## src/rtl/vng_pkg.sv

```systemverilog
// Package: shared constants, types and helpers of the vertex normal generator.
`default_nettype none
package vng_pkg;

    localparam int DEF_MAX_VERTICES = 1024;
    localparam int DEF_SUM_WIDTH    = 40;
    localparam int IDX_W            = 10;
    localparam int NRM_W            = 16;
    localparam int EDGE_W           = 17;
    localparam int FACE_W           = 35;
    localparam int MAG_W            = 30;
    localparam int SQ_W             = 60;
    localparam int LEN_W            = 32;
    localparam int QUO_W            = 16;
    localparam logic signed [NRM_W-1:0] ONE_Q14 = 16'sd16384;

    typedef enum logic [1:0] {
        REQ_START = 2'd0,
        REQ_LOAD  = 2'd1,
        REQ_TRI   = 2'd2,
        REQ_READ  = 2'd3
    } vng_req_e;

    typedef struct packed {
        logic signed [NRM_W-1:0] x;
        logic signed [NRM_W-1:0] y;
        logic signed [NRM_W-1:0] z;
    } vng_vec_t;

    typedef struct packed {
        logic load;
        logic shr;
        logic shl;
        logic div_init;
        logic div_step;
    } vng_lane_ctl_t;

    typedef struct packed {
        logic sqrt_init;
        logic sqrt_step;
    } vng_merge_ctl_t;

    typedef struct packed {
        logic all_zero;
        logic any_big;
        logic all_small;
        logic sqrt_done;
    } vng_merge_stat_t;

    // squared length below 3 LSB squared
    function automatic logic vng_short(input vng_vec_t v);
        logic ux;
        logic uy;
        logic uz;
        ux = (v.x == 16'sd0) || (v.x == 16'sd1) || (v.x == -16'sd1);
        uy = (v.y == 16'sd0) || (v.y == 16'sd1) || (v.y == -16'sd1);
        uz = (v.z == 16'sd0) || (v.z == 16'sd1) || (v.z == -16'sd1);
        return ux && uy && uz && !((v.x != 16'sd0) && (v.y != 16'sd0) && (v.z != 16'sd0));
    endfunction

endpackage
`default_nettype wire

```

## src/rtl/vng_lane.sv

```systemverilog
// Lane: one vector component - cross term, saturating add, scaling and division.
`default_nettype none
module vng_lane
    import vng_pkg::*;
#(
    parameter int SUM_WIDTH = DEF_SUM_WIDTH
)(
    input  wire logic                        clk,
    input  wire vng_lane_ctl_t               ctl,
    input  wire logic signed [EDGE_W-1:0]    mul_a,
    input  wire logic signed [EDGE_W-1:0]    mul_b,
    input  wire logic signed [EDGE_W-1:0]    mul_c,
    input  wire logic signed [EDGE_W-1:0]    mul_d,
    input  wire logic signed [SUM_WIDTH-1:0] sum_in,
    input  wire logic [LEN_W-1:0]            len,
    output logic signed [SUM_WIDTH-1:0]      sum_out,
    output logic                             sum_sat,
    output logic [SUM_WIDTH-1:0]             mag,
    output logic [SQ_W-1:0]                  sq,
    output logic signed [NRM_W-1:0]          comp
);

    localparam logic signed [SUM_WIDTH-1:0] SUM_HI = {1'b0, {(SUM_WIDTH-1){1'b1}}};
    localparam logic signed [SUM_WIDTH-1:0] SUM_LO = {1'b1, {(SUM_WIDTH-1){1'b0}}};

    logic signed [2*EDGE_W-1:0] prod1_reg;
    logic signed [2*EDGE_W-1:0] prod2_reg;
    logic signed [FACE_W-1:0]   face_reg;
    logic [SUM_WIDTH-1:0]       mag_reg;
    logic                       neg_reg;
    logic [SQ_W-1:0]            sq_reg;
    logic [LEN_W:0]             rem_reg;
    logic [QUO_W-1:0]           numlo_reg;
    logic [QUO_W-1:0]           quo_reg;
    logic signed [SUM_WIDTH:0]  wide;
    logic [SUM_WIDTH-1:0]       mag_next;
    logic [44:0]                num;
    logic [LEN_W+1:0]           trial;
    logic                       ge;

    assign wide     = (SUM_WIDTH+1)'(sum_in) + (SUM_WIDTH+1)'(face_reg);
    assign sum_sat  = wide[SUM_WIDTH] != wide[SUM_WIDTH-1];
    assign sum_out  = sum_sat ? (wide[SUM_WIDTH] ? SUM_LO : SUM_HI) : wide[SUM_WIDTH-1:0];
    assign mag_next = sum_in[SUM_WIDTH-1] ? (~sum_in + 1'b1) : sum_in;
    assign num      = 45'({mag_reg[MAG_W-1:0], 14'd0}) + 45'(len[LEN_W-1:1]);
    assign trial    = {rem_reg, numlo_reg[QUO_W-1]};
    assign ge       = trial >= {2'b00, len};

    always_ff @(posedge clk)
    begin
        prod1_reg <= mul_a * mul_b;
        prod2_reg <= mul_c * mul_d;
        face_reg  <= FACE_W'(prod1_reg) - FACE_W'(prod2_reg);
        sq_reg    <= SQ_W'(mag_reg[MAG_W-1:0]) * SQ_W'(mag_reg[MAG_W-1:0]);
        if (ctl.load)
        begin
            mag_reg <= mag_next;
            neg_reg <= sum_in[SUM_WIDTH-1];
        end
        else if (ctl.shr)
        begin
            mag_reg <= mag_reg >> 1;
        end
        else if (ctl.shl)
        begin
            mag_reg <= mag_reg << 1;
        end
        if (ctl.div_init)
        begin
            rem_reg   <= (LEN_W+1)'(num[44:16]);
            numlo_reg <= num[15:0];
            quo_reg   <= '0;
        end
        else if (ctl.div_step)
        begin
            rem_reg   <= ge ? (LEN_W+1)'(trial - {2'b00, len}) : trial[LEN_W:0];
            numlo_reg <= numlo_reg << 1;
            quo_reg   <= {quo_reg[QUO_W-2:0], ge};
        end
    end

    assign mag  = mag_reg;
    assign sq   = sq_reg;
    assign comp = neg_reg ? -$signed(quo_reg) : $signed(quo_reg);

endmodule
`default_nettype wire

```

## config.mk

```make
export PLATFORM = sky130hd
export DESIGN_NAME = vng_lane
export DESIGN_NICKNAME = d
export VERILOG_FILES = /design/src/rtl/vng_pkg.sv /design/src/rtl/vng_lane.sv
export SDC_FILE = /design/constraint.sdc
export NUM_CORES = 2
export LEC_CHECK = 0
export BUFFER_PORTS_ARGS = -buffer_cell sky130_fd_sc_hd__buf_2
export CAP_MARGIN = 25
export CORE_ASPECT_RATIO = 0.5
export CORE_MARGIN = 5
export CORE_UTILIZATION = 30
export CTS_CLUSTER_SIZE = 12
export DETAILED_ROUTE_END_ITERATION = 16
export PLACE_DENSITY = 0.46
export SLEW_MARGIN = 40
export SYNTH_ARGS = -nofsm -noshare
export SYNTH_HDL_FRONTEND = slang
export SYNTH_SLANG_ARGS = --single-unit
```

## constraint.sdc

```tcl
create_clock -name clk -period 10.6 [get_ports clk]
set_input_delay 2.12 -clock clk [delete_from_list [all_inputs] [get_ports clk]]
set_output_delay 2.12 -clock clk [all_outputs]
set_load 0.02 [all_outputs]
```

# Yosys cells after proc, flatten, opt, wreduce, memory -nomap -nowiden
# Index checks and enable logic that the tools add are counted.
# classes
mux,12
reduce_logical,2
addsub,6
bitwise,1
multipliers,3
n_eq_ne,1
order_cmp,1
# ops
cell,count
$mux 40,6
$mul 17x17->34,2
$mul 30x30->60,1
$mux 29,2
$mux 16,3
$add 44x31->45,1
$add 40x35->41,1
$add 40x1->40 const B,1
$not 40->40,1
$sub 34x34->35,1
$ge 34x32->1,1
$mux 33,1
$sub 33x32->33,1
$neg 16->16,1
$reduce_bool 3->1,1
$reduce_bool 2->1,1
$ne 1x1->1,1
# totals
output_inout_bits,157
regBits,269
inputBits,146
word_cells,36

# Depth between registers and ports, before layout
# depth
depth_word,4
depth_mapped,32
mapped_depth_nobuf,29

# Worst setup path before layout
# No wires, ideal clock.
# synth_timing
path_type,in2reg
startpoint,input mul_b[5]
endpoint,register prod1_reg[30]
t_arrival_ns,7.971
n_path_buf,2
t_required_ns,10.528
cell_stages,23
setup_slack_ns,2.557
cell_sequence,clkbuf_1 clkbuf_1 nand2_1 fa_1 inv_1 fa_1 inv_1 fa_1 fa_1 inv_1 fa_1 fa_1 ha_1 and3_1 a22oi_1 a21oi_1 o211ai_1 nand3b_1 o211a_1 o41ai_1 o21bai_1 a21oi_1 xnor2_1
# synth_via
elab_chain_cells,1
# synth_lines
item,line_no,rtl
start: declaration,vng_lane.sv:11,"input wire logic signed [EDGE_W-1:0] mul_b,"
$mul 17x17->34,vng_lane.sv:51,prod1_reg <= mul_a * mul_b;
end signal: assignment,vng_lane.sv:51,
end: declaration,vng_lane.sv:26,logic signed [2*EDGE_W-1:0] prod1_reg;
# No other way between the ends.
# A chain may end at the register's enable or synchronous reset.

# Final worst setup path
# layout_timing
startpoint,"register mag_reg[7], in the netlist mag[7]"
endpoint,"register sq_reg[56], in the netlist sq[56]"
# layout_via
elab_chain_cells,1
# layout_lines
item,line_no,rtl
start: declaration,vng_lane.sv:29,logic [SUM_WIDTH-1:0] mag_reg;
start signal: assignment,vng_lane.sv:57,mag_reg <= mag_next;
start signal: assignment,vng_lane.sv:62,mag_reg <= mag_reg >> 1;
start signal: assignment,vng_lane.sv:66,mag_reg <= mag_reg << 1;
$mul 30x30->60,vng_lane.sv:54,sq_reg <= SQ_W'(mag_reg[MAG_W-1:0]) * SQ_W'(mag_reg[MAG_W-1:0]);
end signal: assignment,vng_lane.sv:54,
end: declaration,vng_lane.sv:31,logic [SQ_W-1:0] sq_reg;
# No other way between the ends.

==> flow_metrics.env <==
export IMPL_status="finished clean"
export IMPL_rrSetupSlack_ps=1510
export IMPL_drtPass1Iterations=5
export IMPL_worst_path_max_delay_cell="edfxtp_1"
export IMPL_wl_per_cell_um=18.7
export IMPL_portBuffers=301
export IMPL_synth_xor_area_share_pct=4.37
export IMPL_grt_first_pass_wirelength_um=293000
export IMPL_largest_register_ff_count=59
export IMPL_syn_num_nets=8882
export IMPL_rows=119
export IMPL_nets=9021
export IMPL_nFillCells=22200
export IMPL_place_detailed_hpwl_um=154000
export IMPL_clkLatencyLatePin_ps=620
export IMPL_tightest_slew_ps=840
export IMPL_cp_common_cell="fa_1"
export IMPL_grt_usage_pct=17.0
export IMPL_synth_top_area_share_pct=40.9
export IMPL_ys_ff_latch=268
export IMPL_synthAdderAreaFrac_pct=52.1
export IMPL_htreeDepth=2
export IMPL_die_y_um=334
export IMPL_finalCriticalPeriod_ps=9090
export IMPL_yosys_area_share_simple_pct=12.6
export IMPL_overflow=0
export IMPL_fp_coreArea_mm2=0.210
export IMPL_syn_avg_cell_area_um2=9.17
export IMPL_grt_pass1_vias=49700
export IMPL_ys_top_cells_by_area="fa_1, ha_1, inv_1"
export IMPL_layout_common_cells="inv_1, fa_1, nand2_1"
export IMPL_synth_edf_count=86
export IMPL_synthFlopType="dfxtp_1"
export IMPL_slowest_delay_ps=860
export IMPL_fin_crit_sh_pct=85.7
export IMPL_clock_sinks=268
export IMPL_ctsHoldBuffers=0
export IMPL_yosysSeqAreaShare_pct=9.86
export IMPL_required_ps=11050
export IMPL_synth_compound_area_share_pct=8.73
export IMPL_area_growth_pct=8.97
export IMPL_cp_max_fo=17
export IMPL_clk_pin_slew_ps=70
export IMPL_grt_max_degree=83
export IMPL_setup_viol=0
export IMPL_cts_path_max_buffers=3
export IMPL_yosys_warnings=0
export IMPL_fp_dieW_um=659
export IMPL_start_util_pct=30.1
export IMPL_cp_num_cells=25
export IMPL_dp_cells=9769
export IMPL_cts_resized=0
export IMPL_cp_start_kind="register"
export IMPL_drt_initial_drc_count=2207
export IMPL_slew_headroom_pct=44.0
export IMPL_async_reset_ff_share_pct=0
export IMPL_routed_via_density=4.60
export IMPL_gp_congestion=0.844
export IMPL_crit_type="register to register"
export IMPL_root_buffer="clkbuf_16"
export IMPL_remaining_drc_errors=0
export IMPL_hp_class="register to register"
export IMPL_post_cts_buffers=0
export IMPL_fin_skew_ps=46.1
export IMPL_cp_arrival_ps=9540
export IMPL_timing_hold_ws_ps=502
export IMPL_instances_no_fill=9845
export IMPL_cts_tree="built"
export IMPL_ant_nets=0
export IMPL_die_area_mm2=0.220
export IMPL_hold_violations=0
export IMPL_postSynthCellCount=6885
export IMPL_antenna_found_initial=21
export IMPL_drv_slew=0
export IMPL_yosys_mux_area_fraction_pct=1.25
export IMPL_hold_depth=2
export IMPL_path_buf_inv=5
export IMPL_rsz0062_at_grt="false"
export IMPL_critPathTopFamily="adder cells"
export IMPL_fin_util_pct=32.8
export IMPL_layout_commonest_cell="inv_1"
export IMPL_wirelength_um=184000
export IMPL_ioPinCount=303
export IMPL_synth_top_family_by_area="adder cells"
export IMPL_synth_top_area_cell="fa_1"
export IMPL_setup_tns_final_ps=0
export IMPL_drv_cap=0
export IMPL_r2r_cells=25
export IMPL_synth_cell_types=85
export IMPL_synth_area_mm2=0.0631
export IMPL_via_count=45200
export IMPL_worst_setup_path_end_kind="register"
export IMPL_timing_fmax_mhz=110
export IMPL_cts_buffers=35
export IMPL_drive_gt1_share_pct=6.54
cell families (layout without fill, tap and decap cells):
kind of cell               Yosys count  in the layout
and+or+nand+nor                   1631           1631
adders and majority gates         1854           1854
AOI/OAI and AO/OA                  872            872
buffers and inverters             1868           2031
DFF                                268            268
xor gates and xnor gates           314            314
muxes                               77             77
other                                1             15
synthesized netlist by cell type (all sizes together), types with 22 or more instances:
cell type,count
o21ai,212
a21o,119
buf,32
o21bai,45
dfxtp,182
ha,560
nand3,48
a211oi,47
mux2i,62
xor2,84
nor2,192
nor2b,32
inv,1614
xnor2,230
edfxtp,86
and2,423
nor3,45
and3,22
nand2b,61
clkbuf,218
nand2,701
o31ai,26
nand4,33
a21oi,242
fa,1291
o21a,34
or3,22
a31oi,33
layout make-up:
| class | count | area (um^2) | share of cell area [%] |
|---|---|---|---|
| multi-input cells | 4749 | 49900 | 72.5 |
| flip-flops and latches | 268 | 6230 | 9.05 |
| inverters | 1618 | 6080 | 8.83 |
| well taps | 2783 | 3480 | 5.06 |
| repair buffers | 352 | 1930 | 2.81 |
| clock buffers | 47 | 1010 | 1.47 |
| clock inverters | 14 | 139 | 0.202 |
| diodes | 14 | 35.0 | 0.0509 |
metal layers:
layer,track usage (%),up-vias,share of wire (%)
met4,3.45,2,1.9
met5,0,-,0.0065
met1,21.9,23100,43
met3,1.83,156,3.2
li1,-,21400,-
met2,30.9,615,51
worst register-to-register path, delay by kind of cell (launching register included):
family / cells / cell delay [ps]
DFF: 1 / 860
adders and majority gates: 9 / 4300
and+or+nand+nor: 2 / 530
buffers and inverters: 5 / 570
AOI/OAI and AO/OA: 9 / 2670
final timing paths:
check	startpoint	end
min	rem_reg[32]	rem_reg[32]
max	mag[7]	sq[56]
max reg2reg	mag[7]	sq[56]
min reg2reg	rem_reg[32]	rem_reg[32]
metrics by stage:
stage / setup slack (ps) / instance area (um^2)
after floorplan: 2560 / 63100
after global placement: 1420 / 67500
final: 1510 / 68800
after CTS: 1500 / 68700
after detailed placement: 1540 / 67600
after global routing: 1020 / 68800
Power is not shown: default switching activity piles up to over one toggle a cycle in this logic, so the estimate is an artifact.
