### src/rtl/vng_pkg.sv
// Package: shared constants, types and helpers of the vertex normal generator.
`default_nettype none
package vng_pkg;

    localparam int DEF_MAX_VERTICES = 1024;
    localparam int DEF_SUM_WIDTH    = 40;
    localparam int IDX_W            = 10;
    localparam int NRM_W            = 16;
    localparam int EDGE_W           = 17;
    localparam int FACE_W           = 35;
    localparam int MAG_W            = 30;
    localparam int SQ_W             = 60;
    localparam int LEN_W            = 32;
    localparam int QUO_W            = 16;
    localparam logic signed [NRM_W-1:0] ONE_Q14 = 16'sd16384;

    typedef enum logic [1:0] {
        REQ_START = 2'd0,
        REQ_LOAD  = 2'd1,
        REQ_TRI   = 2'd2,
        REQ_READ  = 2'd3
    } vng_req_e;

    typedef struct packed {
        logic signed [NRM_W-1:0] x;
        logic signed [NRM_W-1:0] y;
        logic signed [NRM_W-1:0] z;
    } vng_vec_t;

    typedef struct packed {
        logic load;
        logic shr;
        logic shl;
        logic div_init;
        logic div_step;
    } vng_lane_ctl_t;

    typedef struct packed {
        logic sqrt_init;
        logic sqrt_step;
    } vng_merge_ctl_t;

    typedef struct packed {
        logic all_zero;
        logic any_big;
        logic all_small;
        logic sqrt_done;
    } vng_merge_stat_t;

    // squared length below 3 LSB squared
    function automatic logic vng_short(input vng_vec_t v);
        logic ux;
        logic uy;
        logic uz;
        ux = (v.x == 16'sd0) || (v.x == 16'sd1) || (v.x == -16'sd1);
        uy = (v.y == 16'sd0) || (v.y == 16'sd1) || (v.y == -16'sd1);
        uz = (v.z == 16'sd0) || (v.z == 16'sd1) || (v.z == -16'sd1);
        return ux && uy && uz && !((v.x != 16'sd0) && (v.y != 16'sd0) && (v.z != 16'sd0));
    endfunction

endpackage
`default_nettype wire

### src/rtl/vng_merge.sv
// Merge: range tests across lanes, sum of squares and bit-pair square root.
`default_nettype none
module vng_merge
    import vng_pkg::*;
#(
    parameter int SUM_WIDTH = DEF_SUM_WIDTH
)(
    input  wire logic                 clk,
    input  wire vng_merge_ctl_t       ctl,
    input  wire logic [SUM_WIDTH-1:0] mag_x,
    input  wire logic [SUM_WIDTH-1:0] mag_y,
    input  wire logic [SUM_WIDTH-1:0] mag_z,
    input  wire logic [SQ_W-1:0]      sq_x,
    input  wire logic [SQ_W-1:0]      sq_y,
    input  wire logic [SQ_W-1:0]      sq_z,
    output vng_merge_stat_t           stat,
    output logic [LEN_W-1:0]          len
);

    logic [63:0] v_reg;
    logic [63:0] res_reg;
    logic [63:0] bit_reg;
    logic [63:0] trial;

    assign trial = res_reg + bit_reg;

    always_ff @(posedge clk)
    begin
        if (ctl.sqrt_init)
        begin
            v_reg   <= 64'(sq_x) + 64'(sq_y) + 64'(sq_z);
            res_reg <= '0;
            bit_reg <= 64'h4000_0000_0000_0000;
        end
        else if (ctl.sqrt_step)
        begin
            if (v_reg >= trial)
            begin
                v_reg   <= v_reg - trial;
                res_reg <= (res_reg >> 1) + bit_reg;
            end
            else
            begin
                res_reg <= res_reg >> 1;
            end
            bit_reg <= bit_reg >> 2;
        end
    end

    assign stat.all_zero  = (mag_x == '0) && (mag_y == '0) && (mag_z == '0);
    assign stat.any_big   = (|mag_x[SUM_WIDTH-1:MAG_W]) || (|mag_y[SUM_WIDTH-1:MAG_W])
                            || (|mag_z[SUM_WIDTH-1:MAG_W]);
    assign stat.all_small = !((|mag_x[SUM_WIDTH-1:MAG_W-1]) || (|mag_y[SUM_WIDTH-1:MAG_W-1])
                            || (|mag_z[SUM_WIDTH-1:MAG_W-1]));
    assign stat.sqrt_done = bit_reg == '0;
    assign len            = res_reg[LEN_W-1:0];

endmodule
`default_nettype wire

### config.mk
export PLATFORM = sky130hd
export DESIGN_NAME = vng_merge
export DESIGN_NICKNAME = d
export VERILOG_FILES = /design/src/rtl/vng_pkg.sv /design/src/rtl/vng_merge.sv
export SDC_FILE = /design/constraint.sdc
export NUM_CORES = 1
export LEC_CHECK = 0
export BUFFER_PORTS_ARGS = -buffer_cell sky130_fd_sc_hd__buf_2
export CAP_MARGIN = 20
export CORE_ASPECT_RATIO = 0.6
export CORE_MARGIN = 2
export CORE_UTILIZATION = 55
export DETAILED_ROUTE_END_ITERATION = 8
export PLACE_DENSITY = 0.78
export SYNTH_ARGS = -nofsm -noshare
export SYNTH_HDL_FRONTEND = slang
export SYNTH_SLANG_ARGS = --single-unit
### constraint.sdc
create_clock -name clk -period 15.9 [get_ports clk]
set_input_delay 2.385 -clock clk [delete_from_list [all_inputs] [get_ports clk]]
set_output_delay 2.385 -clock clk [all_outputs]
set_load 0.005 [all_outputs]
### Yosys cells after proc, flatten, opt, wreduce, memory -nomap -nowiden

Cells that the tools add are included.

* output and inout port bits: 36
* register bits after elaboration: 160
* input port bits: 303
* logic and storage cells: 33

* reductions and logical operators: 20
* order comparisons: 1
* muxes and demuxes: 4
* add/subtract/negate cells: 5

Operator list (number)
* 64-bit two-way mux: 4
* 40-bit zero test: 3
* 63-bit by 63-bit adder with 64-bit output: 1
* 64-bit by 63-bit adder with 64-bit output: 1
* 64-bit greater-or-equal comparator: 1
* 64-bit zero test: 1
* 64-bit subtractor: 1
* 61-bit by 60-bit adder with 62-bit output: 1
* 60-bit by 60-bit adder with 61-bit output: 1
* 11-bit OR reduction: 3
* 10-bit OR reduction: 3
* 1-bit logical OR: 4
* 2-bit nonzero test: 2
* 1-bit logical AND: 2
* 2-bit AND reduction: 1
* 1-bit zero test: 1

### Depth between registers and ports, before layout

Gate-level depths: netlist (run 1).

* depth in word-level cells: 5
* depth in mapped cells: 27
* gate-level depth less buffers: 23

### Least setup slack after synthesis (run 1)

Ideal clock, no wire load.

* path kind: reg-to-reg
* from: reg res_reg[2]
* to: reg v_reg[0], enable pin
* stages on the path, launching flop included: 24
* clock period less this slack: 9.956 ns
* arrival: 9.382 ns
* setup slack: 5.944 ns
* required time: 15.326 ns
* library setup time: 0.574 ns
* buffers on the path: 4
* path through: dfxtp_1 > ha_1 > a31o_2 > a31oi_1 > o21ai_0 > a21oi_2 > a2111oi_2 > nor3_1 > o21ai_0 > a31oi_1 > xor2_1 > ha_1 > buf_2 > and4_1 > nand2_1 > nor4_4 > nand3_1 > or4_1 > and3_1 > a31o_1 > buf_6 > buf_2 > buf_2 > o21ai_0

* cells in the longest elaborated chain, start to end: 4

RTL lines
* from (decl): line vng_merge.sv:21 `logic [63:0] res_reg;`
* from (signal assigned): line vng_merge.sv:40 `res_reg <= (res_reg >> 1) + bit_reg;`
* from (signal assigned): line vng_merge.sv:44 `res_reg <= res_reg >> 1;`
* 64-bit by 63-bit adder with 64-bit output: line vng_merge.sv:25 `assign trial = res_reg + bit_reg;`
* 64-bit greater-or-equal comparator: line vng_merge.sv:37 `if (v_reg >= trial)`
* 2-bit nonzero test (no source line)
* 2-bit AND reduction (no source line)
* to (signal assigned): line vng_merge.sv:31 `v_reg <= 64'(sq_x) + 64'(sq_y) + 64'(sq_z);`
* to (signal assigned): line vng_merge.sv:39 `v_reg <= v_reg - trial;`
* to (decl): line vng_merge.sv:20 `logic [63:0] v_reg;`

Every way passes these cells.
A chain may end at the register's enable or synchronous reset.

### Worst setup path in the final report (run 1)

* from: reg res_reg[0]
* to: reg v_reg[53], enable pin

Same word-level chain as after synthesis.

==> results of run 1 <==
-- logic make-up (layout without fill, tap and decap cells) --
group	count (synthesis)	after routing	synth area share (%)
adder cells (fa/ha/maj)	251	251	18.2
XOR/XNOR	190	190	8.41
AO/OA/AOI/OAI	822	822	26.6
buffers and inverters	220	443	5.01
multiplexers	72	72	3.69
flip-flops	160	160	19.4
AND/OR/NAND/NOR	775	775	18.7
-- layout by cell type (no fill, tap or decap), types with 13 or more instances in the layout --
master / n
buf_2: 336
nor2_1: 243
a21oi_1: 225
nand2_1: 203
ha_1: 189
o21ai_0: 185
xnor2_1: 104
dfxtp_1: 96
xor2_1: 86
a31oi_1: 68
a21o_1: 68
mux2i_1: 65
inv_1: 64
edfxtp_1: 64
nand4_1: 63
fa_1: 62
nor4_1: 47
nand3_1: 45
nor3_1: 37
o21a_1: 36
o21bai_1: 34
or3_1: 28
a311oi_1: 28
a211oi_1: 26
and3_1: 25
nor2b_1: 22
o31ai_1: 19
nand2b_1: 18
clkbuf_16: 17
o211ai_1: 16
a31o_2: 14
and2_1: 14
a221oi_1: 13
-- per-layer routing --
metal | vias to the layer above | GRT usage (%) | share of wire, %
li1 | 9658 | - | -
met1 | 9582 | 45.7 | 48
met2 | 880 | 49.6 | 43
met3 | 88 | 5.26 | 7.8
met4 | 2 | 7.48 | 1.7
met5 | - | 0 | 0.023
-- power groups by stage --
stage / registers (W) / logic (W) / clock network, W
after floorplan: 0.000684 / 0.00175 / 0
after global placement: 0.000725 / 0.00218 / 0
after detailed placement: 0.000727 / 0.00222 / 0
after CTS: 0.000721 / 0.00223 / 0.000429
after global routing: 0.000738 / 0.00251 / 0.000445
final: 0.000724 / 0.00228 / 0.000426
-- worst reg2reg max path: stages (launching register included) --
cell and delay, ns:
dfxtp_1 0.35, ha_1 0.25, ha_1 0.22, a21o_1 0.18
a31oi_1 0.25, o21ai_0 0.30, a311oi_1 0.94, o21ai_0 0.33
and3b_1 0.28, o31ai_1 0.25, xor2_1 0.13, ha_1 0.44
and4_1 0.26, nand2_1 0.11, nor4_4 0.27, nand3_1 0.13
or4_1 0.43, and3_1 0.21, a31o_2 0.24, buf_4 0.36
o21ai_4 0.32, buf_4 0.75
-- synth_stat cells, types with 19 or more instances --
| cell | n | area share, % |
|---|---|---|
| nor2_1 | 243 | 4.6 |
| a21oi_1 | 225 | 5.7 |
| nand2_1 | 203 | 3.9 |
| ha_1 | 189 | 12 |
| o21ai_0 | 186 | 4.7 |
| xnor2_1 | 104 | 4.6 |
| dfxtp_1 | 96 | 9.7 |
| clkbuf_1 | 91 | 1.7 |
| xor2_1 | 86 | 3.8 |
| a31oi_1 | 69 | 2.2 |
| a21o_1 | 68 | 2.6 |
| mux2i_1 | 65 | 3.3 |
| edfxtp_1 | 64 | 9.7 |
| inv_1 | 64 | 1.2 |
| nand4_1 | 63 | 2.0 |
| fa_1 | 62 | 6.3 |
| nor4_1 | 47 | 1.5 |
| nand3_1 | 45 | 1.1 |
| nor3_1 | 37 | 0.94 |
| o21a_1 | 36 | 1.4 |
| o21bai_1 | 34 | 1.3 |
| buf_4 | 33 | 1.3 |
| a311oi_1 | 28 | 1.2 |
| or3_1 | 28 | 0.89 |
| a211oi_1 | 26 | 0.99 |
| and3_1 | 25 | 0.79 |
| nor2b_1 | 22 | 0.70 |
| o31ai_1 | 19 | 0.72 |
-- path summary, 6_finish.rpt --
path	startpoint	end	cells after the start
worst max-delay path	res_reg[0]	v_reg[53]	21
worst min-delay path	res_reg[48]	res_reg[48]	2
worst max register to register	res_reg[0]	v_reg[53]	21
worst min register to register	res_reg[48]	res_reg[48]	2
-- metrics by stage --
stage	hold slack [ns]	std cells	utilization [%]	setup slack (ns)	instance area [um^2]
global placement	0.502	3149	60.8	8.95	21400
CTS	0.541	3180	62.4	8.68	22000
detailed placement	0.530	3149	60.8	8.75	21400
floorplan	0.479	2490	-	5.94	19800
finish	0.545	3180	62.4	8.46	22000
global route	0.588	3180	62.4	8.08	22000
-- cell type report --
type / instances / share of cell area, %
timing repair buffer: 348 / 8.06
clock inverter: 12 / 0.598
clock buffer: 19 / 2.02
inverter: 64 / 1.09
multi-input combinational: 2110 / 68.1
tap: 467 / 2.66
sequential: 160 / 17.5
==> flow_summary.yaml, run 1 <==
grt:
  grt_pass1_wl_mm: 97.3
  grt_max_degree: 100
  grt_pass1_vias: 18581
  antenna_found_initial: 1
  grt_util_all_layers_pct: 31.7
  grt_overflow_total: 0
clock_tree:
  clk_pin_slew_ns: 0.07
  cts_resized: 0
  numCtsBuffers: 17
  max-clock-path-buffers: 2
  cts-root-buf: "clkbuf_16"
  insertion_delay_ns: 0.47
  cts_tree: "built"
  htreeDepth: 4
  postCtsSetupBuffers: 0
  cts_hold_buf: 0
  cts.sinks: 160
sta:
  drv_slew: 0
  rsz0062_at_grt: "false"
  finalCritPeriodShare_pct: 46.8
  tns_ns: 0
  setup_viol: 0
  period_minus_slack_ns: 7.44
  fin_skew_ns: 0.0163
  worst_pin_slew_ns: 1.11
  clock.fmax_ghz: 0.134
  hold_viol: 0
  slew-limit-headroom_pct: 25.3
yosys:
  syn_area_per_cell_um2: 7.95
  synth_area_um2: 19800
  ys_warn_count: 0
  ys_types: 79
  synthArstFlopShare_pct: 0
  ys_ff_latch: 160
  syn-num-nets: 3044
  syn_inst: 2490
  synth-main-ff-cell: "dfxtp_1"
  ys_seq_area_share_pct: 19.4
  synth_edf_count: 64
pwr:
  p_sw_w: 0.00169
  power.leakage_nw: 9.20
  clkPwrFrac_pct: 12.4
  swShare_pct: 49.4
  power_frac_seq_pct: 21.1
  power_w: 0.00343
  comb_power_share_pct: 66.5
  p_per_area_nw_per_um2: 156
  internal_power_w: 0.00174
  ir_drop_v: 0.000207
finish:
  final_nets: 3255
  syn_to_final_growth_pct: 11.1
  fillers: 3153
  multi_input_area_um2: 15000
  layout-drive-gt1-share_pct: 15.6
  diodes: 0
  seqCellArea_um2: 3840
route:
  firstDrtPassIters: 5
  viasPerCell: 6.36
  antenna_left: 0
  wire_per_inst_um: 19.0
  drtIter0Drc: 1977
  drc: 0
  dr_total_vias: 20210
  drt_wl_total_mm: 60.3
critical_path:
  critPathLaunchType: "flip-flop"
  critical_path_class: "flip-flop to flip-flop"
  path_delay_family: "compound AO/OA/AOI/OAI gates"
  cp-end-kind: "flip-flop"
  cp_num_buf_inv: 2
  crit_top_cell: "ha_1"
  slowest_stage: "a311oi_1"
  slowest_delay_ns: 0.94
  crit_required_ns: 15.98
  ff2ff_setup_slack_ns: 8.46
  cp.arrival_ns: 7.51
  worstPathCellList: "ha_1 -> ha_1 -> a21o_1 -> a31oi_1 -> o21ai_0 -> a311oi_1 -> o21ai_0 -> and3b_1 -> o31ai_1 -> xor2_1 -> ha_1 -> and4_1 -> nand2_1 -> nor4_4 -> nand3_1 -> or4_1 -> and3_1 -> a31o_2 -> buf_4 -> o21ai_4 -> buf_4"
  cp_max_fo: 99
floorplanning:
  die-area_um2: 37600
  fp.dieW_um: 249
  start_util_pct: 56.2
  fp.dieH_um: 151
  io_pins: 339
  num_rows: 53
  fp.coreArea_um2: 35200
place:
  gp_congestion: 0.986
  hpwl_mm: 47.5
  portBuffers: 338
worst_hold_path:
  hold_path.class: "flip-flop to flip-flop"
flow_run:
  cap_violations: 0
run_status:
  status: "finished, final reports clean"
Note: power is estimated with default switching activity, not from simulation.
==> run 2, diff against run 1 <==
==> constraint.sdc (replaced) <==
create_clock -name clk -period 7 [get_ports clk]
set_input_delay 1.05 -clock clk [delete_from_list [all_inputs] [get_ports clk]]
set_output_delay 1.05 -clock clk [all_outputs]
set_load 0.005 [all_outputs]
==> flow_summary.yaml, run 2 (same netlist as run 1, synthesis figures left out) <==
run_status:
  status: "finished, final reports clean"
floorplanning:
  io_pins: 339
  fp.coreArea_um2: 35200
  fp.dieH_um: 151
  start_util_pct: 56.2
  fp.dieW_um: 249
  num_rows: 53
  die-area_um2: 37600
place:
  gp_congestion: 0.956
  placed_area_um2: 21500
  hpwl_mm: 49.4
  portBuffers: 338
  placedCellCount: 3151
critical_path:
  cp.arrival_ns: 6.94
  critPathLaunchType: "flip-flop"
  cp-end-kind: "flip-flop"
  reg2regPathDepth: 22
  slowest_delay_ns: 0.54
  crit_required_ns: 7.34
  slowest_stage: "o21ai_0"
  cp_max_fo: 98
  r2r_start: "res_reg[2]"
  path_delay_family: "compound AO/OA/AOI/OAI gates"
  worstPathCellList: "ha_1 -> a31o_2 -> a31oi_1 -> o21ai_0 -> a21oi_2 -> a2111oi_2 -> nor2_1 -> o31ai_2 -> o31a_1 -> a41oi_1 -> xor2_1 -> ha_1 -> a21oi_1 -> o21bai_1 -> a31oi_1 -> o31a_1 -> o21a_1 -> and3_1 -> a31o_2 -> buf_12 -> or3_1 -> a311oi_1"
  critical_path_class: "flip-flop to flip-flop"
  cp_num_buf_inv: 1
  reg2reg_to: "res_reg[19]"
  ff2ff_setup_slack_ns: 0.40
sta:
  clock.fmax_ghz: 0.152
  finalCritPeriodShare_pct: 94.2
  slew-limit-headroom_pct: 30.0
  rsz0062_at_grt: "false"
  period_minus_slack_ns: 6.60
  worst_pin_slew_ns: 1.04
  setup_viol: 0
  hold_viol: 0
  fin_skew_ns: 0.0135
  tns_ns: 0
  drv_slew: 0
grt:
  grt_pass1_wl_mm: 99.2
  met3_usage_pct: 7.60
  antenna_found_initial: 2
  use_met1_pct: 47.1
  met2_usage_pct: 49.8
  grt-busiest-layer: "met2"
  grt_max_degree: 99
  grt_util_all_layers_pct: 32.8
  grt_pass1_vias: 18759
  grt_overflow_total: 0
route:
  drt_wl_total_mm: 62.3
  drtIter0Drc: 1876
  antenna_left: 0
  drc: 0
  dr_total_vias: 20235
  wire_per_inst_um: 19.6
  viasPerCell: 6.35
  firstDrtPassIters: 6
flow_run:
  cap_violations: 0
clock_tree:
  insertion_delay_ns: 0.46
  cts_hold_buf: 0
  cts.sinks: 160
  numCtsBuffers: 17
  clk_pin_slew_ns: 0.07
  postCtsSetupBuffers: 0
  cts_tree: "built"
  max-clock-path-buffers: 2
  cts_resized: 0
  cts-root-buf: "clkbuf_16"
  htreeDepth: 4
pwr:
  p_per_area_nw_per_um2: 354
  power.leakage_nw: 9.21
  ir_drop_v: 0.000354
finish:
  layout-drive-gt1-share_pct: 15.6
  final_cell_mix: "336 x buf_2, 243 x nor2_1, 225 x a21oi_1, 203 x nand2_1, 189 x ha_1"
  fillers: 3127
  final_cell_area_um2: 22000
  final_nets: 3257
  mostFrequentLayoutCell: "buf_2"
  syn_to_final_growth_pct: 11.3
  final_cells: 3185
worst_hold_path:
  hold_path_depth: 2
  worstHoldEndpoint: "res_reg[0]"
  hp-start: "res_reg[0]"
  hold_path.class: "flip-flop to flip-flop"
-- run 2: area by class of cell --
class                           count  area, um^2  share of cell area (%)
Inverter                           64         240                    1.09
Clock inverter                     13         104                   0.472
Clock buffer                       19         443                    2.01
Sequential cell                   160        3840                    17.5
Antenna cell                        2        5.00                  0.0227
Timing Repair Buffer              350        1820                    8.29
Tap cell                          467         584                    2.65
Multi-Input combinational cell   2110       15000                    68.0
-- run 2: per-layer routing --
metal | share of wire (%) | up-vias | wire length (um)
li1 | - | 9673 | -
met1 | 47 | 9592 | 29300
met2 | 42 | 887 | 26200
met3 | 9.2 | 81 | 5750
met4 | 1.6 | 2 | 1020
met5 | 0.12 | - | 77
-- run 2: tightest hold or removal path: stages (launching register included) --
cell and delay (ns):
dfxtp_1 0.33, nor2_1 0.09, a211oi_1 0.05
-- run 2: metrics by stage --
| step | total power [W] | worst slack, ns | util (%) | hold slack (ns) |
|---|---|---|---|---|
| after CTS | 0.00769 | 0.553 | 62.5 | 0.510 |
| after global placement | 0.00668 | 0.838 | 60.9 | 0.497 |
| final | 0.00779 | 0.404 | 62.5 | 0.520 |
| after global routing | 0.00842 | 0.0664 | 62.5 | 0.569 |
| after floorplan | 0.00552 | 0.00990 | - | 0.479 |
| after detailed placement | 0.00675 | 0.588 | 60.9 | 0.504 |
-- run 2: worst max-delay path by stage --
stage / from / end / slack [ns] / depth (start not counted)
floorplan: res_reg[2] / v_reg[0] / 0.01 / 23
global placement: res_reg[2] / v_reg[16] / 0.84 / 21
detailed placement: res_reg[2] / v_reg[16] / 0.59 / 21
CTS: res_reg[2] / v_reg[16] / 0.55 / 21
global route: res_reg[2] / v_reg[40] / 0.07 / 21
finish: res_reg[2] / res_reg[19] / 0.40 / 22
-- run 2: where the power goes --
part	internal, W	total, W	switching (W)
combinational	0.00206	0.00523	0.00317
clock	0.000470	0.000911	0.000441
sequential	0.00138	0.00165	0.000264
